<file path="src/sv/stalt_pkg.sv">
// Shared widths, register map and result flag type for the STA/LTA trigger.
package stalt_pkg;

	localparam int SAMPLE_W = 16;
	localparam int RATIO_W  = 16;
	localparam int APB_DW   = 32;
	localparam int APB_AW   = 3;

	// Register index, taken from paddr[2]
	typedef enum logic {
		REG_TRIGGER_RATIO = 1'b0,
		REG_RELEASE_RATIO = 1'b1
	} stalt_reg_t;

	localparam logic [RATIO_W-1:0] TRIGGER_RESET = 16'd205;
	localparam logic [RATIO_W-1:0] RELEASE_RESET = 16'd154;

	typedef struct packed {
		logic zero_long_average;
		logic event_end;
		logic event_start;
		logic event_active;
	} stalt_flags_t;

endpackage

</file>
<file path="src/sv/stalt_cell.sv">
// One sample cell of the history shift line.
module stalt_cell import stalt_pkg::*; (
	input  logic                clk,
	input  logic                arst_n,
	input  logic                shift_en,
	input  logic [SAMPLE_W-1:0] d,
	output logic [SAMPLE_W-1:0] q
);

	logic [SAMPLE_W-1:0] sample_q;

	always_ff @(posedge clk or negedge arst_n) begin
		if (!arst_n) begin
			sample_q <= '0;
		end else if (shift_en) begin
			sample_q <= d;
		end
	end

	assign q = sample_q;

endmodule

</file>
<file path="config.mk">
export PLATFORM = sky130hd
export DESIGN_NAME = stalt_cell
export DESIGN_NICKNAME = d
export VERILOG_FILES = /design/src/sv/stalt_pkg.sv /design/src/sv/stalt_cell.sv
export SDC_FILE = /design/constraint.sdc
export NUM_CORES = 1
export LEC_CHECK = 0
export BUFFER_PORTS_ARGS = -buffer_cell sky130_fd_sc_hd__buf_2
export CAP_MARGIN = 20
export CORE_MARGIN = 2
export CORE_UTILIZATION = 38
export CTS_CLUSTER_DIAMETER = 100
export CTS_CLUSTER_SIZE = 14
export DETAILED_ROUTE_END_ITERATION = 8
export GPL_TIMING_DRIVEN = 0
export PLACE_DENSITY = 0.72
export SYNTH_ARGS = -nofsm -noshare
export SYNTH_HDL_FRONTEND = slang
export SYNTH_SLANG_ARGS = --single-unit
</file>
<file path="constraint.sdc">
create_clock -name clk -period 0.8 [get_ports clk]
set_clock_uncertainty 0.15 [all_clocks]
set_input_delay 0.08 -clock clk [delete_from_list [all_inputs] [get_ports clk]]
set_output_delay 0.08 -clock clk [all_outputs]
set_load 0.01 [all_outputs]
</file>
==> key figures <==
Outcome
  – Status: complete, but fails checks
  – Failing checks: hold timing, setup timing

Hold path
  – Min-delay worst type: in -> reg
  – Worst hold path depth: 2
  – Worst Hold End: q[5]$_DFFE_PN0P_
  – Min-Delay Startpoint: d[5]

Yosys
  – Cell area after synthesis: 649 um^2
  – #FFs+latches synth: 16
  – Yosys warnings: 0
  – Mapped Nets: 53
  – Mapped Avg Cell Area: 19.1 um^2
  – Count of cell types in the netlist: 5
  – Post-synthesis sequential area ratio: 0.617
  – Mapped Cells: 34

Global route
  – GRT Overall Usage: 0.137
  – Vias in the first global route: 427
  – First-pass GRT wire length: 1950 um
  – Initial antenna violation count: 0
  – Largest net degree at the start of global routing: 17
  – GRT overflow: 0

Pwr
  – Seq pwr share: 0.509
  – Leak: 0.490 nW
  – Switching share of power: 0.231
  – Clk network pwr share: 0.281
  – Power density over the cells: 1970 nW/um^2
  – Internal Power: 0.00140 W
  – Combinational share of power: 0.210
  – Sw Pwr: 0.000421 W
  – Maximum vdd drop: 1.28 mV

Setup path
  – Reg2Reg Setup Slack: -0.23 ns
  – Worst Path Arrival: 0.81 ns
  – Slowest cell on the critical path: dfrtp_1
  – Worst Path Max Fanout: 2
  – R2R cell count: 2
  – CP max stage delay: 0.39 ns
  – Top delay family on crit path: flip-flops
  – Worst EP required: 0.57 ns
  – Kind of critical path: reg -> out
  – CP startpoint kind: flip-flop
  – RR Startpoint: q[7]$_DFFE_PN0P_
  – Reg2reg end: q[7]$_DFFE_PN0P_
  – CP Buf/Inv Count: 1
  – CP Capture Type: output port
  – CP cell instances: buf_2
  – Crit path from: q[12]$_DFFE_PN0P_

Floorplanning
  – CORE AREA: 1560 um^2
  – Die width: 45.3 um
  – Die area: 2060 um^2
  – # rows: 14
  – DIE HEIGHT: 45.3 um
  – Num ports: 35
  – Initial Utilization: 0.417

Timing
  – Final setup viols: 32
  – Least-Margin Pin Slew: 0.350 ns
  – Hold Vio Cnt, Final: 16
  – Post-route clock period utilization: 1.30
  – Final worst slack: -0.242 ns
  – Relative slew slack: 0.767
  – Max Slew Vio Count: 0
  – Setup TNS: -5.88 ns
  – RSZ-0062 raised after global routing: true
  – Max Freq: 959 MHz
  – Tmin final: 1.04 ns
  – Min Hold Slack: -0.122 ns

Place
  – DP HPWL: 878 um
  – Dpl cell area: 835 um^2
  – Gpl congestion: 0.726
  – DP Cell Count: 83
  – # port buffers: 33

Cells and area
  – Fin cells: 93
  – Diodes inserted: 0
  – Layout cells sized above 1: 0.779
  – P&R area growth vs syn: 42.6%
  – Final instance area: 926 um^2
  – Max reg flops: 16
  – Most frequent cells in the layout: buf_2, dfrtp_1, mux2_4
  – Total Nets Final: 97
  – Commonest non-fill, non-tap cell in the layout: buf_2

CTS
  – CTS Buffer Depth: 2
  – Worst skew pair latency: 0.27 ns
  – Clock root buffer: clkbuf_4
  – H-tree depth: 1
  – Clock-pin transition on the worst setup and hold timing paths: 0.09 ns
  – CTS tree: done
  – Clock sink count: 16
  – TritonCTS buffer count: 3
  – Cts hold-fix bufs: 1

Drt
  – WL/cell: 13.0 um
  – Routed Antenna Nets: 0
  – Routed wire length: 1210 um
  – Vias per Instance: 4.58
  – DRT iter0 DRCs: 2
  – Drt first pass iters: 3
  – DRC viols: 0
  – Via Count: 426

Run
  – Maxcap violations: 0
repair_timing:
action	CTS	global route
resized for setup	0	2
hold endpoints to repair	32	16
buffers inserted	0	5
gates cloned	0	0
setup endpoints to repair	32	32
stage by stage:
| step | setup slack (ns) | total power (W) | utilization |
|---|---|---|---|
| 2_1_floorplan | -0.129 | 0.00113 | - |
| 4_1_cts | -0.250 | 0.00181 | 0.565 |
| 3_5_place_dp | -0.127 | 0.00128 | 0.535 |
| 5_1_grt | -0.288 | 0.00193 | 0.594 |
| 3_3_place_gp | -0.119 | 0.00128 | 0.535 |
| 6_report | -0.242 | 0.00182 | 0.594 |
cell usage after synthesis:
cell type | instances | area [um^2]
dfrtp_1 | 16 | 400
mux2_4 | 10 | 150
mux2_2 | 6 | 67.6
buf_12 | 1 | 20.0
buf_6 | 1 | 11.3
cell families (layout without fill, tap and decap cells):
logic type	count (synthesis)	in the layout	share of synthesized area
flip-flops	16	16	0.617
buffers and inverters	2	45	0.0482
multiplexers	16	16	0.335
layer usage:
layer	vias up	wire [um]	track usage
met3	2	75	0.0400
met4	0	8	0.0706
met2	15	596	0.223
li1	204	-	-
met5	-	0	0
met1	205	525	0.165
worst max-delay path by stage:
stage	end	slack, ns	cells after the start
final	q[12]	-0.24	1
after global routing	q[7]	-0.29	1
after CTS	q[7]	-0.25	1
after detailed placement	q[8]$_DFFE_PN0P_	-0.13	3
after global placement	q[8]$_DFFE_PN0P_	-0.12	3
after floorplan	q[10]$_DFFE_PN0P_	-0.13	1
worst register-to-register path: stages, from the launching register on:
cell	delay, ns
dfrtp_1	0.39
buf_4	0.13
mux2_4	0.26
power groups by stage:
stage          Combinational, W  Sequential [W]  Clock [W]
5_1_grt                0.000416        0.000937   0.000577
6_report               0.000383        0.000928   0.000513
3_3_place_gp           0.000338        0.000938          0
3_5_place_dp           0.000341        0.000943          0
4_1_cts                0.000347        0.000928   0.000530
2_1_floorplan          0.000145        0.000985          0
layout make-up:
class                      instances  area [um^2]
clock buffer                       4         36.3
multi-input combinational         16          218
tap                               16         20.0
buffer                             2         31.3
sequential                        16          400
timing repair buffer              39          220
fill                             130          633
Note: power is estimated with default switching activity, not from simulation.
