[config.mk]
export PLATFORM = sky130hd
export DESIGN_NAME = stalt_ratio
export DESIGN_NICKNAME = d
export VERILOG_FILES = /design/src/sv/stalt_pkg.sv /design/src/sv/stalt_ratio.sv
export SDC_FILE = /design/constraint.sdc
export NUM_CORES = 2
export LEC_CHECK = 0
export ABC_AREA = 0
export BUFFER_PORTS_ARGS = -buffer_cell sky130_fd_sc_hd__buf_2
export CAP_MARGIN = 20
export CORE_MARGIN = 2
export CORE_UTILIZATION = 45
export DETAILED_ROUTE_END_ITERATION = 8
export GPL_TIMING_DRIVEN = 0
export HOLD_SLACK_MARGIN = 0.02
export SLEW_MARGIN = 20
export SYNTH_ARGS = -nofsm -noshare
export SYNTH_HDL_FRONTEND = slang
export SYNTH_SLANG_ARGS = --single-unit
[constraint.sdc]
create_clock -name clk -period 6.54 [get_ports clk]
set_input_delay 0.654 -clock clk [delete_from_list [all_inputs] [get_ports clk]]
set_output_delay 0.654 -clock clk [all_outputs]
set_load 0.005 [all_outputs]
[src/sv/stalt_pkg.sv]
// Shared widths, register map and result flag type for the STA/LTA trigger.
package stalt_pkg;

	localparam int SAMPLE_W = 16;
	localparam int RATIO_W  = 16;
	localparam int APB_DW   = 32;
	localparam int APB_AW   = 3;

	// Register index, taken from paddr[2]
	typedef enum logic {
		REG_TRIGGER_RATIO = 1'b0,
		REG_RELEASE_RATIO = 1'b1
	} stalt_reg_t;

	localparam logic [RATIO_W-1:0] TRIGGER_RESET = 16'd205;
	localparam logic [RATIO_W-1:0] RELEASE_RESET = 16'd154;

	typedef struct packed {
		logic zero_long_average;
		logic event_end;
		logic event_start;
		logic event_active;
	} stalt_flags_t;

endpackage

[src/sv/stalt_ratio.sv]
// Cross-multiplied ratio compare and hysteresis, with output register.
module stalt_ratio import stalt_pkg::*; #(
	parameter int STA_LEN = 32,
	parameter int LTA_LEN = 256
) (
	input  logic                                    clk,
	input  logic                                    arst_n,
	input  logic                                    in_valid,
	output logic                                    in_ready,
	input  logic [SAMPLE_W+$clog2(STA_LEN)-1:0]     short_sum,
	input  logic [SAMPLE_W+$clog2(LTA_LEN)-1:0]     long_sum,
	input  logic [RATIO_W-1:0]                      trigger_ratio,
	input  logic [RATIO_W-1:0]                      release_ratio,
	output logic                                    out_valid,
	input  logic                                    out_ready,
	output stalt_flags_t                            out_flags
);

	localparam int SW = SAMPLE_W + $clog2(STA_LEN);
	localparam int LW = SAMPLE_W + $clog2(LTA_LEN);
	localparam int MW = RATIO_W + LW;
	localparam int PW = SW + LW;

	logic          v_s2, v_s3, v_s4, v_out_q;
	logic          rdy2, rdy3, rdy4, rdy_out;
	logic [PW-1:0] lhs_s2, lhs_s3;
	logic [MW-1:0] mt_s2, mr_s2;
	logic [PW-1:0] rt_s3, rr_s3;
	logic          zero_s2, zero_s3, zero_s4;
	logic          gt_s4, lt_s4;
	logic          in_event_q;
	stalt_flags_t  flags_q;
	logic          start_c, end_c, in_event_c;

	assign rdy_out  = !v_out_q || out_ready;
	assign rdy4     = !v_s4 || rdy_out;
	assign rdy3     = !v_s3 || rdy4;
	assign rdy2     = !v_s2 || rdy3;
	assign in_ready = rdy2;

	always_ff @(posedge clk or negedge arst_n) begin
		if (!arst_n) begin
			v_s2    <= 1'b0;
			v_s3    <= 1'b0;
			v_s4    <= 1'b0;
			v_out_q <= 1'b0;
		end else begin
			if (rdy2)    v_s2    <= in_valid;
			if (rdy3)    v_s3    <= v_s2;
			if (rdy4)    v_s4    <= v_s3;
			if (rdy_out) v_out_q <= v_s4;
		end
	end

	// Stage 2: scale the short sum, multiply long sum by each threshold
	always_ff @(posedge clk) begin
		if (rdy2) begin
			lhs_s2  <= (PW'(short_sum) * PW'(LTA_LEN)) << 8;
			mt_s2   <= MW'(trigger_ratio) * MW'(long_sum);
			mr_s2   <= MW'(release_ratio) * MW'(long_sum);
			zero_s2 <= (long_sum == '0);
		end
	end

	// Stage 3: scale by the short window length
	always_ff @(posedge clk) begin
		if (rdy3) begin
			lhs_s3  <= lhs_s2;
			rt_s3   <= PW'(mt_s2) * PW'(STA_LEN);
			rr_s3   <= PW'(mr_s2) * PW'(STA_LEN);
			zero_s3 <= zero_s2;
		end
	end

	// Stage 4: compare
	always_ff @(posedge clk) begin
		if (rdy4) begin
			gt_s4   <= lhs_s3 > rt_s3;
			lt_s4   <= lhs_s3 < rr_s3;
			zero_s4 <= zero_s3;
		end
	end

	always_comb begin
		start_c    = 1'b0;
		end_c      = 1'b0;
		in_event_c = in_event_q;
		if (!zero_s4) begin
			if (!in_event_q && gt_s4) begin
				start_c    = 1'b1;
				in_event_c = 1'b1;
			end else if (in_event_q && lt_s4) begin
				end_c      = 1'b1;
				in_event_c = 1'b0;
			end
		end
	end

	// Event state advances only when an item moves into the output register
	always_ff @(posedge clk or negedge arst_n) begin
		if (!arst_n) begin
			in_event_q <= 1'b0;
		end else if (rdy_out && v_s4) begin
			in_event_q <= in_event_c;
		end
	end

	always_ff @(posedge clk) begin
		if (rdy_out && v_s4) begin
			flags_q.event_active      <= in_event_c;
			flags_q.event_start       <= start_c;
			flags_q.event_end         <= end_c;
			flags_q.zero_long_average <= zero_s4;
		end
	end

	assign out_valid = v_out_q;
	assign out_flags = flags_q;

endmodule
==> summary.txt <==
status = complete, no violations
Seq/Total Area, Yosys = 19.8%
Vias = 23.4k
initial core utilization = 45.6%
DRT Pass-1 Iters = 6
hpwl dp = 74100 µm
period utilisation layout = 98.6%
Max stage delay cell, worst path = fa_1
Finished Core Util = 50.1%
Die ar. = 0.0747 mm²
Register Area = 0.00646 mm²
worst-case reg-to-reg path depth = 9
Setup CP Type = primary input to register
max layer used = met4
Rel. slew slack = 21.8%
Fin Clk Skew = 0.00762 ns
GR Overflow Total = 0
Final Slew Violations = 0
Sink Count = 216
pin count of the biggest net entering global routing = 49
max-cap violations = 0
drt via density = 5.30
initial antenna violation count = 4
Post-synth EDFFs = 211
final setup vio count = 0
layout cells sized above 1 = 8.82%
CP Depth = 21
Die Wd = 273 µm
Netlist cell types = 67
wire per inst = 20.5 µm
mapped cell area = 0.0326 mm²
core area = 0.0716 mm²
critical path arrival = 6.78 ns
met2 WL = 42400 µm
Yosys reg bits = 216
Final Hold Viols = 0
I/O Pins = 87
Max Fclk = 0.155 GHz
CP Capture Type = register
Post-synth top cells = inv_1, fa_1, nand2_1, and2_1, ha_1
H-Tree Depth = 1
Clock Latency Late Sink = 0.54 ns
WL final = 90300 µm
YS warnings = 0
Yosys top cell by area = fa_1
global-route wire length before repair = 137000 µm
count leader, synth = inv_1
DR iter-0 viols = 1764
multi-input logic area = 0.0230 mm²
Yosys top cell area share = 37.5%
DR DRC count = 0
Antenna Nets Post-Route = 0
CP top delay family = adder cells
Final Cell Area = 0.0359 mm²
CTS max path bufs = 3
num rows = 98
CP bufs+invs = 6
Worst path most repeated cell = fa_1
startpoint types = primary input
Post-synth top flop = edfxtp_1
CP Cell Sequence = clkbuf_4 -> clkbuf_8 -> and2_1 -> fa_1 -> fa_1 -> inv_1 -> fa_1 -> inv_1 -> fa_1 -> fa_1 -> inv_1 -> fa_1 -> inv_1 -> ha_1 -> nand2_1 -> o41ai_4 -> nand2_2 -> o21ba_1 -> or3_4 -> nand2b_1 -> xor2_2
post-synthesis area per instance = 9.85 µm²
placed cell areas = 0.0344 mm²
CTS Root Cell = clkbuf_16
synth top area cells = fa_1, edfxtp_1, ha_1
Post-Syn Nets = 4271
area delta synth->final = 9.92%
vias in the first global route = 23.0k
fillers = 6865
Least-Margin Pin Slew = 1.16 ns
height of the die = 273 µm
met1 WL = 38000 µm
layout net count = 4398
worst hold-check path type = primary input to register
RSZ-0062 raised after global routing = yes
WHS Path Cells = 1
CTS tree = yes
Port-buffer cells = 86
asr flop ratio synth = 2.31%
cells after synthesis = 3312
Clk pin slew, worst setup/hold paths = 0.06 ns
Max stage delay on crit path = 0.54 ns
Critical Path RT = 6.87 ns
fin crit period = 6.45 ns
GRT Resource Usage Total = 24.6%
critical path peak fanout = 10
met3 wire len = 6330 µm
dpl cells = 4359
Non-Filler Instances = 4409
global placement routability congestion = 0.929
CTS Buf Count = 25
==> state kept, by name, summed over array words and instances, names as in the netlist <==
register / flops
mr_s2: 40
mt_s2: 40
rr_s3: 40
rt_s3: 40
lhs_s2: 21
lhs_s3: 21
out_flags: 4
gt_s4: 1
in_event_q: 1
lt_s4: 1
out_valid: 1
v_s2: 1
v_s3: 1
v_s4: 1
zero_s2: 1
zero_s3: 1
zero_s4: 1
==> worst register-to-register path, cell delays in order (launching register included) <==
cell      delay (ns)
edfxtp_1        0.36
or4_1           0.53
nor4_1          0.43
nand4_1         0.15
a21boi_0        0.18
o21a_1          0.12
o21ai_0         0.09
a21oi_1         0.16
o41ai_1         0.10
o21a_1          0.19
==> routing by layer <==
layer  track usage, %  up-vias
met2             40.1      804
li1                 -    10300
met3             3.00      173
met1             34.2    12000
met5                0        -
met4             7.78        0
==> per-stage QoR <==
stage	setup slack (ns)	TNS [ns]	hold slack, ns
6_report	0.0891	0	0.284
5_1_grt	-0.0446	-0.0559	0.264
4_1_cts	-0.0107	-0.0136	0.254
3_5_place_dp	-1.31	-40.45	0.405
3_3_place_gp	-1.30	-168.77	0.400
2_1_floorplan	0.233	0	0.358
==> area by class of cell <==
class | instances | area share, %
Multi-Input combinational cell | 2190 | 64.2
Sequential cell | 216 | 18.0
Inverter | 749 | 7.84
Tap cell | 950 | 3.31
Buffer | 154 | 2.75
Clock buffer | 35 | 1.88
Timing Repair Buffer | 103 | 1.83
Clock inverter | 10 | 0.192
Antenna cell | 2 | 0.0140
==> placed cells by master (no fill, tap or decap), types with 27 or more instances in the layout <==
| master | n |
|---|---|
| xnor2_1 | 46 |
| inv_1 | 748 |
| buf_2 | 99 |
| a21o_1 | 57 |
| clkbuf_1 | 40 |
| clkbuf_2 | 44 |
| and2_1 | 330 |
| buf_4 | 27 |
| edfxtp_1 | 211 |
| a21oi_1 | 83 |
| fa_1 | 612 |
| nand2_1 | 492 |
| nor2_1 | 37 |
| ha_1 | 262 |
==> final timing paths <==
check	from	to	slack (ns)
worst max-delay path	long_sum[9]	mt_s2[30]$_DFFE_PP_	0.09
worst min-delay path	short_sum[11]	lhs_s2[27]$_DFFE_PP_	0.28
min in group asynchronous	arst_n	out_valid$_DFFE_PN0N_	0.45
worst min register to register	zero_s3$_DFFE_PP_	zero_s4$_DFFE_PP_	0.41
max in group asynchronous	arst_n	v_s2$_DFFE_PN0P_	5.96
worst max register to register	rr_s3[12]$_DFFE_PP_	lt_s4$_DFFE_PP_	3.99
==> logic make-up after synthesis <==
| family | count (synthesis) | share of synthesized area [%] |
|---|---|---|
| mux | 4 | 0.130 |
| buf+inv | 906 | 10.4 |
| flops | 216 | 19.8 |
| fa+ha+maj | 878 | 47.7 |
| simple gates | 969 | 14.5 |
| compound gates | 270 | 5.58 |
| xor+xnor | 69 | 1.85 |
==> repair_timing <==
action                                  CTS  global route
pin swaps                                 1             6
endpoints found under the setup margin   37            27
hold buffers                              1             0
setup buffers                             1             4
hold endpoints to repair                  5             0
resized for setup                       164           185
Power is left out: the tool's default activity adds up to more than one toggle a clock period on the data nets, which glitch-free logic cannot reach.
